==> config.mk <==
export PLATFORM = sky130hd
export DESIGN_NAME = scan_pixel_to_rgb888_converter_core_flat
export DESIGN_NICKNAME = d
export VERILOG_FILES = /design/src/rtl/sp2rgb_pkg.sv /design/src/rtl/sp2rgb_if.sv /design/src/rtl/scan_pixel_to_rgb888_converter_core.sv /design/src/flat_wrapper.sv
export SDC_FILE = /design/constraint.sdc
export NUM_CORES = 1
export LEC_CHECK = 0
export BUFFER_PORTS_ARGS = -buffer_cell sky130_fd_sc_hd__buf_2
export CAP_MARGIN = 20
export CORE_ASPECT_RATIO = 1.2
export CORE_MARGIN = 5
export CORE_UTILIZATION = 35
export CTS_CLUSTER_SIZE = 14
export DETAILED_ROUTE_END_ITERATION = 10
export PLACE_DENSITY = 0.54
export SYNTH_ARGS = -nofsm -noshare
export SYNTH_HDL_FRONTEND = slang
export SYNTH_SLANG_ARGS = --single-unit
==> constraint.sdc <==
create_clock -name clk_i -period 6.1 [get_ports clk_i]
set_input_delay 1.22 -clock clk_i [delete_from_list [all_inputs] [get_ports clk_i]]
set_output_delay 1.22 -clock clk_i [all_outputs]
set_load 0.05 [all_outputs]
==> src/rtl/sp2rgb_pkg.sv <==
// ----------------------------------------------------------------------------
// sp2rgb_pkg
// Shared widths, register indexes and format codes of the scan pixel
// to RGB888 converter.
// ----------------------------------------------------------------------------
`default_nettype none

package sp2rgb_pkg;

  localparam int MAX_LINE_PIXELS = 16384;

  localparam int BYTE_W    = 8;
  localparam int FMT_W     = 3;
  localparam int PPL_W     = 15;
  localparam int BPL_W     = 17;
  localparam int LANES     = 8;
  localparam int LANE_W    = 3;
  localparam int APB_AW    = 4;
  localparam int APB_DW    = 32;

  // source_format codes
  localparam logic [FMT_W-1:0] FMT_MONO   = 3'd0;
  localparam logic [FMT_W-1:0] FMT_GRAY8  = 3'd1;
  localparam logic [FMT_W-1:0] FMT_GRAY16 = 3'd2;
  localparam logic [FMT_W-1:0] FMT_RGB16  = 3'd3;
  localparam logic [FMT_W-1:0] FMT_RGB8   = 3'd4;

  // register indexes (byte address 4*index)
  localparam logic [1:0] REG_SOURCE_FORMAT    = 2'd0;
  localparam logic [1:0] REG_PIXELS_PER_LINE  = 2'd1;
  localparam logic [1:0] REG_BYTES_PER_LINE   = 2'd2;
  localparam logic [1:0] REG_HIGH_BYTE_OFFSET = 2'd3;

  typedef struct packed {
    logic [BYTE_W-1:0] red;
    logic [BYTE_W-1:0] green;
    logic [BYTE_W-1:0] blue;
  } rgb_t;

endpackage

`default_nettype wire

==> src/rtl/sp2rgb_if.sv <==
// ----------------------------------------------------------------------------
// sp2rgb_if
// Valid/ready channels of the converter: source bytes in, pixels out.
// ----------------------------------------------------------------------------
`default_nettype none

interface sp2rgb_byte_if;
  logic                            valid;
  logic                            ready;
  logic [sp2rgb_pkg::BYTE_W-1:0]   data_byte;
  logic                            frame_start;

  modport source (output valid, data_byte, frame_start, input ready);
  modport sink   (input valid, data_byte, frame_start, output ready);
endinterface

interface sp2rgb_pix_if;
  logic                            valid;
  logic                            ready;
  logic [sp2rgb_pkg::BYTE_W-1:0]   red;
  logic [sp2rgb_pkg::BYTE_W-1:0]   green;
  logic [sp2rgb_pkg::BYTE_W-1:0]   blue;
  logic                            line_end;
  logic                            last_of_run;

  modport source (output valid, red, green, blue, line_end, last_of_run, input ready);
  modport sink   (input valid, red, green, blue, line_end, last_of_run, output ready);
endinterface

`default_nettype wire

==> src/rtl/scan_pixel_to_rgb888_converter_core.sv <==
// ----------------------------------------------------------------------------
// scan_pixel_to_rgb888_converter_core
// Converts raw scanner bytes (mono1, gray8, gray16, rgb16, rgb8) to RGB888.
// ----------------------------------------------------------------------------
// A byte beat is decoded in the cycle it is accepted: line position and held
// channels advance at once and the pixels it yields are latched into a lane
// register (up to eight lanes for 1-bit mono, one lane otherwise). A single
// result register drains the lanes one pixel per cycle while the pixel side
// is ready; gray, 16-bit and rgb8 formats then run at one byte per cycle, while
// a mono byte holds off the next one until its lanes have drained.
// The next byte is taken in the same cycle the last lane moves to the
// result register; a byte's first pixel passes through the lane register and
// then the result register. Configure only while the block is idle.
// ----------------------------------------------------------------------------
`default_nettype none

module scan_pixel_to_rgb888_converter_core #(
  parameter int MAX_LINE_PIXELS = sp2rgb_pkg::MAX_LINE_PIXELS
) (
  input  wire                               clk_i,
  input  wire                               rst_ni,
  sp2rgb_byte_if.sink                       byte_i,
  sp2rgb_pix_if.source                      pix_o,
  input  wire                               psel,
  input  wire                               penable,
  input  wire                               pwrite,
  input  wire  [sp2rgb_pkg::APB_AW-1:0]     paddr,
  input  wire  [sp2rgb_pkg::APB_DW-1:0]     pwdata,
  output logic [sp2rgb_pkg::APB_DW-1:0]     prdata,
  output logic                              pready
);

  localparam int WW    = $clog2(MAX_LINE_PIXELS + 1);
  localparam int XW    = ((WW > sp2rgb_pkg::BPL_W + sp2rgb_pkg::LANE_W) ?
                          WW : (sp2rgb_pkg::BPL_W + sp2rgb_pkg::LANE_W)) + 1;
  localparam int BPL_W = sp2rgb_pkg::BPL_W;
  localparam int LANES = sp2rgb_pkg::LANES;

  // --------------------------------------------------------------------------
  // Configuration registers
  // --------------------------------------------------------------------------
  logic [sp2rgb_pkg::FMT_W-1:0] fmt_q;
  logic [sp2rgb_pkg::PPL_W-1:0] ppl_q;
  logic [BPL_W-1:0]             bpl_q;
  logic                         hbo_q;
  logic                         cfg_wr;

  assign pready = 1'b1;
  assign cfg_wr = psel & penable & pwrite;

  always_ff @(posedge clk_i or negedge rst_ni) begin
    if (!rst_ni) begin
      fmt_q <= sp2rgb_pkg::FMT_GRAY8;
      ppl_q <= sp2rgb_pkg::PPL_W'(1);
      bpl_q <= BPL_W'(1);
      hbo_q <= 1'b1;
    end else if (cfg_wr) begin
      case (paddr[3:2])
        sp2rgb_pkg::REG_SOURCE_FORMAT:    fmt_q <= pwdata[sp2rgb_pkg::FMT_W-1:0];
        sp2rgb_pkg::REG_PIXELS_PER_LINE:  ppl_q <= pwdata[sp2rgb_pkg::PPL_W-1:0];
        sp2rgb_pkg::REG_BYTES_PER_LINE:   bpl_q <= pwdata[BPL_W-1:0];
        sp2rgb_pkg::REG_HIGH_BYTE_OFFSET: hbo_q <= pwdata[0];
        default: ;
      endcase
    end
  end

  always_comb begin
    case (paddr[3:2])
      sp2rgb_pkg::REG_SOURCE_FORMAT:
        prdata = sp2rgb_pkg::APB_DW'(fmt_q);
      sp2rgb_pkg::REG_PIXELS_PER_LINE:
        prdata = sp2rgb_pkg::APB_DW'(ppl_q);
      sp2rgb_pkg::REG_BYTES_PER_LINE:
        prdata = sp2rgb_pkg::APB_DW'(bpl_q);
      sp2rgb_pkg::REG_HIGH_BYTE_OFFSET:
        prdata = sp2rgb_pkg::APB_DW'(hbo_q);
      default:
        prdata = '0;
    endcase
  end

  // --------------------------------------------------------------------------
  // Line position state. Mod/div counters by 3 and 6 follow byte_pos_q
  // so rgb formats need no divider.
  // --------------------------------------------------------------------------
  logic [BPL_W-1:0]            byte_pos_q, byte_pos_d;
  logic [2:0]                  mod6_q, mod6_d;
  logic [BPL_W-1:0]            div6_q, div6_d;
  logic [1:0]                  mod3_q, mod3_d;
  logic [BPL_W-1:0]            div3_q, div3_d;
  logic [sp2rgb_pkg::BYTE_W-1:0] held_red_q, held_red_d;
  logic [sp2rgb_pkg::BYTE_W-1:0] held_green_q, held_green_d;

  // Lane register and result register
  logic [LANES-1:0]              pend_q, pend_d;
  logic [LANES-1:0]              le_q, le_d;
  logic                          mono_q, mono_d;
  logic [sp2rgb_pkg::BYTE_W-1:0] data_q, data_d;
  sp2rgb_pkg::rgb_t              pix_q, pix_d;

  logic                          out_valid_q;
  sp2rgb_pkg::rgb_t              out_pix_q;
  logic                          out_le_q;
  logic                          out_last_q;

  logic                          accept;
  logic                          advance;
  logic [LANES-1:0]              pick;
  logic [LANES-1:0]              rest;
  logic [sp2rgb_pkg::LANE_W-1:0] pick_idx;

  // effective (post frame_start) state
  logic [BPL_W-1:0]              b;
  logic [2:0]                    m6;
  logic [BPL_W-1:0]              x6;
  logic [1:0]                    m3;
  logic [BPL_W-1:0]              x3;
  logic [sp2rgb_pkg::BYTE_W-1:0] hr;
  logic [sp2rgb_pkg::BYTE_W-1:0] hg;
  logic [sp2rgb_pkg::BYTE_W-1:0] d;
  logic [XW-1:0]                 width;
  logic [XW-1:0]                 xs;
  logic                          wrap;
  logic                          one_hit;
  logic [XW-1:0]                 xm;

  assign d = byte_i.data_byte;

  always_comb begin
    if (ppl_q > MAX_LINE_PIXELS) width = XW'(MAX_LINE_PIXELS);
    else                         width = XW'(ppl_q);
  end

  always_comb begin
    b  = byte_pos_q;
    m6 = mod6_q;
    x6 = div6_q;
    m3 = mod3_q;
    x3 = div3_q;
    hr = held_red_q;
    hg = held_green_q;
    if (byte_i.frame_start) begin
      b  = '0;
      m6 = '0;
      x6 = '0;
      m3 = '0;
      x3 = '0;
      hr = '0;
      hg = '0;
    end
  end

  // Decode the incoming byte into lanes and the next line position.
  always_comb begin
    held_red_d   = hr;
    held_green_d = hg;
    pend_d       = '0;
    le_d         = '0;
    mono_d       = 1'b0;
    data_d       = d;
    pix_d        = '{red: d, green: d, blue: d};
    one_hit      = 1'b0;
    xs           = '0;
    xm           = '0;

    case (fmt_q)
      sp2rgb_pkg::FMT_MONO: begin
        mono_d = 1'b1;
        for (int i = 0; i < LANES; i++) begin
          xm        = XW'({b, sp2rgb_pkg::LANE_W'(i)});
          pend_d[i] = (xm < width);
          le_d[i]   = ((xm + XW'(1)) == width);
        end
      end
      sp2rgb_pkg::FMT_GRAY8: begin
        xs      = XW'(b);
        one_hit = 1'b1;
      end
      sp2rgb_pkg::FMT_GRAY16: begin
        xs      = XW'(b[BPL_W-1:1]);
        one_hit = (b[0] == hbo_q);
      end
      sp2rgb_pkg::FMT_RGB16: begin
        xs = XW'(x6);
        if (m6 == {2'b00, hbo_q})       held_red_d   = d;
        else if (m6 == {2'b01, hbo_q})  held_green_d = d;
        else if (m6 == {2'b10, hbo_q}) begin
          one_hit = 1'b1;
          pix_d   = '{red: hr, green: hg, blue: d};
        end
      end
      sp2rgb_pkg::FMT_RGB8: begin
        xs = XW'(x3);
        if (m3 == 2'd0)      held_red_d   = d;
        else if (m3 == 2'd1) held_green_d = d;
        else begin
          one_hit = 1'b1;
          pix_d   = '{red: hr, green: hg, blue: d};
        end
      end
      default: ;
    endcase

    if (one_hit && (xs < width)) begin
      pend_d[0] = 1'b1;
      le_d[0]   = ((xs + XW'(1)) == width);
    end

    wrap = ((BPL_W + 1)'(b) + (BPL_W + 1)'(1)) >= (BPL_W + 1)'(bpl_q);
    if (wrap) begin
      byte_pos_d = '0;
      mod6_d     = '0;
      div6_d     = '0;
      mod3_d     = '0;
      div3_d     = '0;
    end else begin
      byte_pos_d = b + BPL_W'(1);
      if (m6 == 3'd5) begin
        mod6_d = '0;
        div6_d = x6 + BPL_W'(1);
      end else begin
        mod6_d = m6 + 3'd1;
        div6_d = x6;
      end
      if (m3 == 2'd2) begin
        mod3_d = '0;
        div3_d = x3 + BPL_W'(1);
      end else begin
        mod3_d = m3 + 2'd1;
        div3_d = x3;
      end
    end
  end

  // Lowest pending lane goes out first (mono MSB first).
  always_comb begin
    pick     = '0;
    pick_idx = '0;
    for (int i = LANES - 1; i >= 0; i--) begin
      if (pend_q[i]) begin
        pick     = '0;
        pick[i]  = 1'b1;
        pick_idx = sp2rgb_pkg::LANE_W'(i);
      end
    end
    rest = pend_q & ~pick;
  end

  assign advance      = (|pend_q) && (!out_valid_q || pix_o.ready);
  assign byte_i.ready = (pend_q == '0) || (advance && (rest == '0));
  assign accept       = byte_i.valid && byte_i.ready;

  always_ff @(posedge clk_i or negedge rst_ni) begin
    if (!rst_ni) begin
      byte_pos_q   <= '0;
      mod6_q       <= '0;
      div6_q       <= '0;
      mod3_q       <= '0;
      div3_q       <= '0;
      held_red_q   <= '0;
      held_green_q <= '0;
      pend_q       <= '0;
      out_valid_q  <= 1'b0;
    end else begin
      if (accept) begin
        byte_pos_q   <= byte_pos_d;
        mod6_q       <= mod6_d;
        div6_q       <= div6_d;
        mod3_q       <= mod3_d;
        div3_q       <= div3_d;
        held_red_q   <= held_red_d;
        held_green_q <= held_green_d;
        pend_q       <= pend_d;
      end else if (advance) begin
        pend_q <= rest;
      end
      if (advance)           out_valid_q <= 1'b1;
      else if (pix_o.ready)  out_valid_q <= 1'b0;
    end
  end

  // payload: no reset
  always_ff @(posedge clk_i) begin
    if (accept) begin
      le_q   <= le_d;
      mono_q <= mono_d;
      data_q <= data_d;
      pix_q  <= pix_d;
    end
    if (advance) begin
      if (mono_q) begin
        out_pix_q <= data_q[sp2rgb_pkg::LANE_W'(LANES - 1) - pick_idx] ?
                     {3{8'h00}} : {3{8'hFF}};
      end else begin
        out_pix_q <= pix_q;
      end
      out_le_q   <= |(le_q & pick);
      out_last_q <= (rest == '0);
    end
  end

  assign pix_o.valid       = out_valid_q;
  assign pix_o.red         = out_pix_q.red;
  assign pix_o.green       = out_pix_q.green;
  assign pix_o.blue        = out_pix_q.blue;
  assign pix_o.line_end    = out_le_q;
  assign pix_o.last_of_run = out_last_q;

endmodule

`default_nettype wire

==> src/flat_wrapper.sv <==
// flat-port wrapper written by rule: the top's interface ports become plain ports
module scan_pixel_to_rgb888_converter_core_flat 
#(
  parameter int MAX_LINE_PIXELS = sp2rgb_pkg::MAX_LINE_PIXELS
)
  (clk_i, rst_ni, psel, penable, pwrite, paddr, pwdata, prdata, pready, byte_i_valid, byte_i_data_byte, byte_i_frame_start, byte_i_ready, pix_o_valid, pix_o_red, pix_o_green, pix_o_blue, pix_o_line_end, pix_o_last_of_run, pix_o_ready);
  sp2rgb_byte_if byte_i_i ();
  sp2rgb_pix_if pix_o_i ();
  input  wire clk_i;
  input  wire rst_ni;
  input  wire psel;
  input  wire penable;
  input  wire pwrite;
  input  wire  [sp2rgb_pkg::APB_AW-1:0] paddr;
  input  wire  [sp2rgb_pkg::APB_DW-1:0] pwdata;
  output logic [sp2rgb_pkg::APB_DW-1:0] prdata;
  output logic pready;
  input wire logic [$bits(byte_i_i.valid)-1:0] byte_i_valid;
  input wire logic [$bits(byte_i_i.data_byte)-1:0] byte_i_data_byte;
  input wire logic [$bits(byte_i_i.frame_start)-1:0] byte_i_frame_start;
  output wire logic [$bits(byte_i_i.ready)-1:0] byte_i_ready;
  output wire logic [$bits(pix_o_i.valid)-1:0] pix_o_valid;
  output wire logic [$bits(pix_o_i.red)-1:0] pix_o_red;
  output wire logic [$bits(pix_o_i.green)-1:0] pix_o_green;
  output wire logic [$bits(pix_o_i.blue)-1:0] pix_o_blue;
  output wire logic [$bits(pix_o_i.line_end)-1:0] pix_o_line_end;
  output wire logic [$bits(pix_o_i.last_of_run)-1:0] pix_o_last_of_run;
  input wire logic [$bits(pix_o_i.ready)-1:0] pix_o_ready;
  assign byte_i_i.valid = byte_i_valid;
  assign byte_i_i.data_byte = byte_i_data_byte;
  assign byte_i_i.frame_start = byte_i_frame_start;
  assign byte_i_ready = byte_i_i.ready;
  assign pix_o_valid = pix_o_i.valid;
  assign pix_o_red = pix_o_i.red;
  assign pix_o_green = pix_o_i.green;
  assign pix_o_blue = pix_o_i.blue;
  assign pix_o_line_end = pix_o_i.line_end;
  assign pix_o_last_of_run = pix_o_i.last_of_run;
  assign pix_o_i.ready = pix_o_ready;
  scan_pixel_to_rgb888_converter_core #(.MAX_LINE_PIXELS(MAX_LINE_PIXELS)) u_core (.clk_i(clk_i), .rst_ni(rst_ni), .byte_i(byte_i_i), .pix_o(pix_o_i), .psel(psel), .penable(penable), .pwrite(pwrite), .paddr(paddr), .pwdata(pwdata), .prdata(prdata), .pready(pready));
endmodule
==> metrics.cfg, run 1 <==
[place]
place_area_sq_um=12370
gp_congestion=0.9259
dp_hpwl_um=24340
pre_cts_ws_ps=783.5
port_buffers=79

[synth]
yosysWarnings=0
syn_inst=1198
synth_cell_type_count=82
synth-seq-cells=176
syn_area_per_cell_sq_um=9.590
postSynth.asyncResetShare_pct=66.48
synth-edff-count=59
seq_area_frac_synth_pct=40.95
syn-cell-area_sq_um=11490
ys.flop_type=dfrtp_1

[setup_path]
arrival_ps=5260
crit_path_cell_trace=buf_2 > buf_4 > and2b_1 > and4_1 > nand2_1 > xnor2_1 > ha_1 > a21o_1 > a21o_1 > a21oi_1 > nor2b_1 > o21ai_0 > a211oi_2 > nand2_1 > o311ai_0
end_kind=register
cp-start-kind=input port
path_class=input port to register
worstPathRequired_ps=6430
critPathSlowestCell=a211oi_2
cp_max_fo=11
critPathTopFamily=compound AO/OA/AOI/OAI gates
path_buf_inv=2
slowest_delay_ps=460

[pwr]
vdd_ir_drop_max_mv=0.1721
p_per_area_nw_per_um2=395.7
power_leakage_uw=0.005786

[cts]
tritoncts=built
ctsLongestPathBuffers=2
cts.sinks=176
cts_inserted_buffers=17
ctsResizeCount=0
clk_pin_slew_worst_paths_ps=70
insertion_delay_ps=450
cts_htree_levels=4
post_cts_buffers=0
clockRootBuffer=clkbuf_16
cts_hold_buffers=0

[floorplan]
start_util_pct=35.52
die_area_sq_um=36560
die_height_um=208.5
io_pins=113
core-area_sq_um=32340
rows=72
die_w_um=175.4

[cells_and_area]
finalInstanceArea_sq_um=12990
area_growth_pct=13.05
fill_cells=3190
seq_area_sq_um=4705
multiInputGateArea_sq_um=6230
layout_commonest_cell=dfrtp_1
final_nets=1373
insertedDiodeCount=0
drive_above_1_share_pct=17.23
layout_common_cells=dfrtp_1 (113), nand2_1 (91), o21ai_0 (90)

[drt]
drc=0
viasPerCell=5.516
ant_nets=0
drtIter0Drc=578
drt-total-wl_um=32980
vias=9322
wl_per_cell_um=19.51
dr.pass1.iters=5

[run_status]
status=completed

[timing]
rsz0062_at_grt=no
tns_ps=0
final_hold_viol_count=0
worstMarginPinSlew_ps=1060
finClkSkew_ps=12.62
hold_ws_ps=505.5
setup_viol=0
max-slew-margin-rel_pct=28.70
fmax_mhz=203.0
worst_slack_ps=1174
fin_crit_sh_pct=80.76
finalMaxSlewViolations=0
min_period_ps=4926

[global_routing]
grt_pass1_wl_um=52610
overflow=0
grt_use_total_pct=17.95
antenna_found_initial=0
grt_max_degree=72
grt_pass1_vias=9159

[run]
maxCapViolations=0

[min_path]
min_path_type=register to register

sequential cells by signal, indices dropped and copies added, names as in the netlist, 2 cells and up:
signal	cells
u_core.bpl_q	17
u_core.byte_pos_q	17
u_core.div3_q	17
u_core.div6_q	17
u_core.fmt_q	3
u_core.held_green_q	8
u_core.held_red_q	8
u_core.le_q	8
u_core.mod3_q	2
u_core.mod6_q	3
u_core.pend_q	8
u_core.pix_o.blue	8
u_core.pix_o.green	8
u_core.pix_o.red	8
u_core.pix_q	24
u_core.ppl_q	15
final timing paths:
path                                                         start                                  to  slack [ps]  cells past startpoint
worst max-delay path                            byte_i_frame_start        u_core.div3_q[8]$_DFFE_PN0N_        1170                     15
worst min-delay path            u_core.held_green_q[6]$_DFFE_PN0N_  u_core.held_green_q[6]$_DFFE_PN0N_         510                      1
worst max register to register         u_core.fmt_q[2]$_DFFE_PN0P_            u_core.le_q[0]$_DFFE_PN_        1630                     15
worst min register to register  u_core.held_green_q[6]$_DFFE_PN0N_  u_core.held_green_q[6]$_DFFE_PN0N_         510                      1
max in group asynchronous                                   rst_ni        u_core.pend_q[4]$_DFFE_PN0P_        3900                      2
min in group asynchronous                                   rst_ni       u_core.div6_q[12]$_DFFE_PN0N_         900                      1
per-stage QoR:
stage	utilization, %	std cells	total power [uW]
2_1_floorplan	-	1212	3458
3_3_place_gp	38.24	1657	4009
3_5_place_dp	38.24	1657	4041
4_1_cts	40.13	1689	5182
5_1_grt	40.16	1690	5454
6_report	40.16	1690	5139
area by class of cell:
| cell class | instances | share of cell area (%) |
|---|---|---|
| clock buffer | 17 | 3.276 |
| multi-input combinational | 893 | 47.97 |
| timing repair buffer | 115 | 5.241 |
| tap | 407 | 3.921 |
| inverter | 67 | 1.936 |
| clock inverter | 15 | 1.435 |
| sequential | 176 | 36.22 |
cells by family after synthesis:
| kind of cell | synth area share (%) |
|---|---|
| flops | 40.95 |
| simple gates | 18.72 |
| buf+inv | 5.532 |
| mux | 6.338 |
| xor+xnor | 2.821 |
| other cells | 0.06537 |
| compound gates | 19.76 |
| fa+ha+maj | 5.816 |
routing by layer:
metal	vias to the layer above	GRT usage, %	share of wire [%]
met2	199	30.71	50
met5	-	0	0
met4	0	5.285	2.2
met3	43	2.614	3.4
met1	4570	23.59	45
li1	4510	-	-
cell usage after synthesis, drive strengths merged, types with 5 or more instances:
library cell | instances | area [sq um]
a21o | 41 | 307.8
a21oi | 36 | 180.2
a22o | 71 | 621.9
a22oi | 13 | 97.59
and2 | 7 | 43.79
and2b | 6 | 46.30
and3 | 14 | 87.58
and3b | 14 | 122.6
and4 | 5 | 43.79
buf | 31 | 215.2
clkbuf | 45 | 168.9
dfrtp | 113 | 2828
edfxtp | 59 | 1772
ha | 51 | 638.1
inv | 67 | 251.5
mux2 | 40 | 450.4
mux2i | 21 | 210.2
nand2 | 92 | 345.3
nand2b | 12 | 75.07
nand3 | 34 | 175.2
nand3b | 11 | 82.58
nand4 | 15 | 93.84
nor2 | 77 | 291.5
nor2b | 35 | 219.0
nor3 | 27 | 140.1
nor3b | 7 | 62.56
nor4 | 11 | 75.07
o211ai | 6 | 45.04
o21a | 5 | 37.54
o21ai | 93 | 465.4
o221ai | 5 | 50.04
o22ai | 6 | 37.54
o31ai | 9 | 67.56
or2 | 7 | 43.79
or3 | 8 | 50.05
xnor2 | 24 | 210.2
xor2 | 13 | 113.9
worst register-to-register path, cell delays in order, from the launching register on:
cell	delay, ps
dfrtp_1	820
buf_4	330
and3b_1	200
o21ai_0	240
o21ai_1	240
ha_1	360
a21o_1	180
a21o_1	170
a21oi_1	140
o21ai_0	180
a2111oi_0	460
buf_4	190
o41ai_1	110
nor4b_2	230
o2111ai_1	150
o32ai_1	290
where the power goes:
| part | total (uW) | switching, uW | internal, uW |
|---|---|---|---|
| registers | 1940 | 282 | 1660 |
| clock network | 1130 | 573 | 557 |
| logic | 2060 | 1390 | 676 |
Power figures use the tool's default switching activity.
==> inputs of run 2 (changes only) <==
--- a/config.mk
+++ b/config.mk
@@ -5,6 +5,7 @@
 export SDC_FILE = /design/constraint.sdc
 export NUM_CORES = 1
 export LEC_CHECK = 0
+export ABC_AREA = 1
 export BUFFER_PORTS_ARGS = -buffer_cell sky130_fd_sc_hd__buf_2
 export CAP_MARGIN = 20
 export CORE_ASPECT_RATIO = 1.2
@@ -12,7 +13,7 @@
 export CORE_UTILIZATION = 35
 export CTS_CLUSTER_SIZE = 14
 export DETAILED_ROUTE_END_ITERATION = 10
-export PLACE_DENSITY = 0.54
+export PLACE_DENSITY = 0.55
 export SYNTH_ARGS = -nofsm -noshare
 export SYNTH_HDL_FRONTEND = slang
 export SYNTH_SLANG_ARGS = --single-unit
==> constraint.sdc (replaced) <==
create_clock -name clk_i -period 4.5 [get_ports clk_i]
set_input_delay 0.9 -clock clk_i [delete_from_list [all_inputs] [get_ports clk_i]]
set_output_delay 0.9 -clock clk_i [all_outputs]
set_load 0.05 [all_outputs]
==> metrics.cfg, run 2 <==
[run_status]
status=completed

[setup_path]
endpoint=u_core.div3_q[14]$_DFFE_PN0N_
critPathTopFamily=simple AND/OR/NAND/NOR gates
arrival_ps=4200
cp-start-kind=input port
slowest_delay_ps=280
path_depth=22
path_class=input port to register
worstReg2RegStart=u_core.ppl_q[2]$_DFFE_PN0P_
cp_max_fo=42
end_kind=register
reg2reg_slack_ps=820
worstReg2RegEnd=u_core.pend_q[1]$_DFFE_PN0P_
path_buf_inv=4
worstPathRequired_ps=4860
critPathSlowestCell=ha_1
r2r_cells=16
crit_path_cell_trace=buf_2 > nor2_1 > ha_1 > nand2_1 > nor2_1 > buf_4 > nand3_1 > xor2_1 > inv_1 > ha_1 > nand3_1 > nor2_1 > o21ai_0 > nand4_1 > a21oi_1 > o21ai_0 > nand2_1 > nand2_2 > buf_12 > nor2_1 > nand2_1 > nand2_1
crit_start=byte_i_frame_start

[timing]
finClkSkew_ps=16.72
max-slew-margin-rel_pct=35.52
tns_ps=0
worstMarginPinSlew_ps=964.9
final_hold_viol_count=0
rsz0062_at_grt=no
min_period_ps=3840
fin_crit_sh_pct=85.34
fmax_mhz=260.4
finalMaxSlewViolations=0
worst_slack_ps=659.8
setup_viol=0

[pwr]
vdd_ir_drop_max_mv=0.2865
p_per_area_nw_per_um2=412.6
power_leakage_uw=0.007114

[cells_and_area]
layout_commonest_cell=nand2_1
final_nets=2048
regMostFlops=u_core.pix_q
area_growth_pct=10.96
fill_cells=4018
largest_register_ffs=24
stdcell_count=2438
drive_above_1_share_pct=12.51
layout_common_cells=nand2_1 (449), inv_1 (271), nor2_1 (239)
finalInstanceArea_sq_um=14760
insertedDiodeCount=0

[synth]
syn_area_per_cell_sq_um=7.106
synth-edff-count=59
synthTopCellsByCount=nand2_1 (449), inv_1 (271), nor2_1 (240)
syn_inst=1872
seq_area_frac_synth_pct=35.36
synth_top_area_cell=dfrtp_1
postSynth.asyncResetShare_pct=66.48
yosysWarnings=0
synth.area.top_cells=dfrtp_1 (21%), edfxtp_1 (13%), nand2_1 (13%), inv_1 (7.6%), nor2_1 (6.8%)
ys.flop_type=dfrtp_1
synth-seq-cells=176
synth_cell_type_count=61
yosys.area.top_type_share_pct=21.26
syn-cell-area_sq_um=13300
synth_most_common_cell=nand2_1

[cts]
tritoncts=built
clk_pin_slew_worst_paths_ps=80
ctsResizeCount=0
ctsLongestPathBuffers=2
cts_htree_levels=4
cts_hold_buffers=0
post_cts_buffers=0
clockRootBuffer=clkbuf_16
cts_inserted_buffers=17
cts.sinks=176
insertion_delay_ps=470

[floorplan]
die_area_sq_um=42020
die_height_um=223.6
io_pins=113
rows=78
die_w_um=188.0
core-area_sq_um=37670
start_util_pct=35.31

[place]
place_area_sq_um=14190
dp.cells=2406
gp_congestion=0.9724
dp_hpwl_um=31890
pre_cts_ws_ps=149.2
port_buffers=79

[min_path]
min_path_type=register to register

[global_routing]
grt_max_degree=63
grt_pass1_wl_um=65700
grt_use_total_pct=19.69
antenna_found_initial=0
overflow=0
grt_pass1_vias=12040

[drt]
drtIter0Drc=925
vias=12490
ant_nets=0
drc=0
viasPerCell=5.122
dr.pass1.iters=6
wl_per_cell_um=17.10
drt-total-wl_um=41680

[run]
maxCapViolations=0

run 2: cell types whose count changed in the layout (fill, tap and decap cells not counted), sizes merged, moves of 41 or more:
cell	before	now
nand2	92	460
inv	73	294
nor2	77	275
o21ai	93	175
a22o	71	0
nand3	34	99
o22ai	6	49
a21o	41	0
run 2: stage by stage:
| step | hold WS [ps] | util, % | power, uW |
|---|---|---|---|
| 4_1_cts | 487.5 | 39.18 | 6118 |
| 5_1_grt | 511.0 | 39.18 | 6499 |
| 6_report | 487.4 | 39.18 | 6090 |
| 3_3_place_gp | 464.9 | 37.66 | 4581 |
| 3_5_place_dp | 466.3 | 37.66 | 4616 |
| 2_1_floorplan | 449.2 | - | 3916 |
run 2: layer usage:
layer  vias up  part of all wire, %  track usage, %
li1       6217                    -               -
met3        72                  4.9           2.463
met4         0                  3.8           8.858
met2       395                   49           34.85
met5         -                    0               0
met1      5803                   42           24.00
run 2: how the worst min path moves through the flow:
stage	from	endpoint	slack [ps]	depth (start not counted)
CTS	u_core.div3_q[16]$_DFFE_PN0N_	u_core.div3_q[16]$_DFFE_PN0N_	490	2
detailed placement	u_core.div3_q[16]$_DFFE_PN0N_	u_core.div3_q[16]$_DFFE_PN0N_	470	2
finish	u_core.div3_q[16]$_DFFE_PN0N_	u_core.div3_q[16]$_DFFE_PN0N_	490	2
global route	u_core.byte_pos_q[14]$_DFFE_PN0N_	u_core.byte_pos_q[14]$_DFFE_PN0N_	510	2
floorplan	u_core.div3_q[14]$_DFFE_PN0N_	u_core.div3_q[14]$_DFFE_PN0N_	450	2
global placement	u_core.byte_pos_q[14]$_DFFE_PN0N_	u_core.byte_pos_q[14]$_DFFE_PN0N_	460	2
run 2: final cells by class:
class                      instances  area (sq um)  share of cell area [%]
clock buffer                      17         425.4                   2.882
multi-input combinational       1347          7082                   47.98
sequential                       176          4705                   31.87
timing repair buffer             115         718.2                   4.866
inverter                         288          1084                   7.341
tap                              480         600.6                   4.069
clock inverter                    15         146.4                  0.9918
run 2: worst register-to-register path, stage by stage, from the launching register on:
cell and delay (ps):
dfrtp_1 490, nor2_1 180, nand2_1 70, nor2_1 110, nand2_1 60, nand2_1 470, nand2_1 350, ha_1 380
inv_1 50, nor3_1 230, nand2_1 120, nor4_4 380, o21ai_1 240, nand3_1 140, nand2_1 90, nor2_1 130
a21oi_1 50
run 2: logic make-up after synthesis:
family / synth area share (%)
AND/OR/NAND/NOR: 30.62
AO/OA/AOI/OAI: 14.85
adder cells (fa/ha/maj): 4.797
buffers and inverters: 11.83
other: 0.05645
XOR/XNOR: 2.483
flip-flops: 35.36
run 2: power breakdown:
group          internal, uW  switching [uW]
Sequential             1910             198
Combinational           775            1720
Clock                   734             751
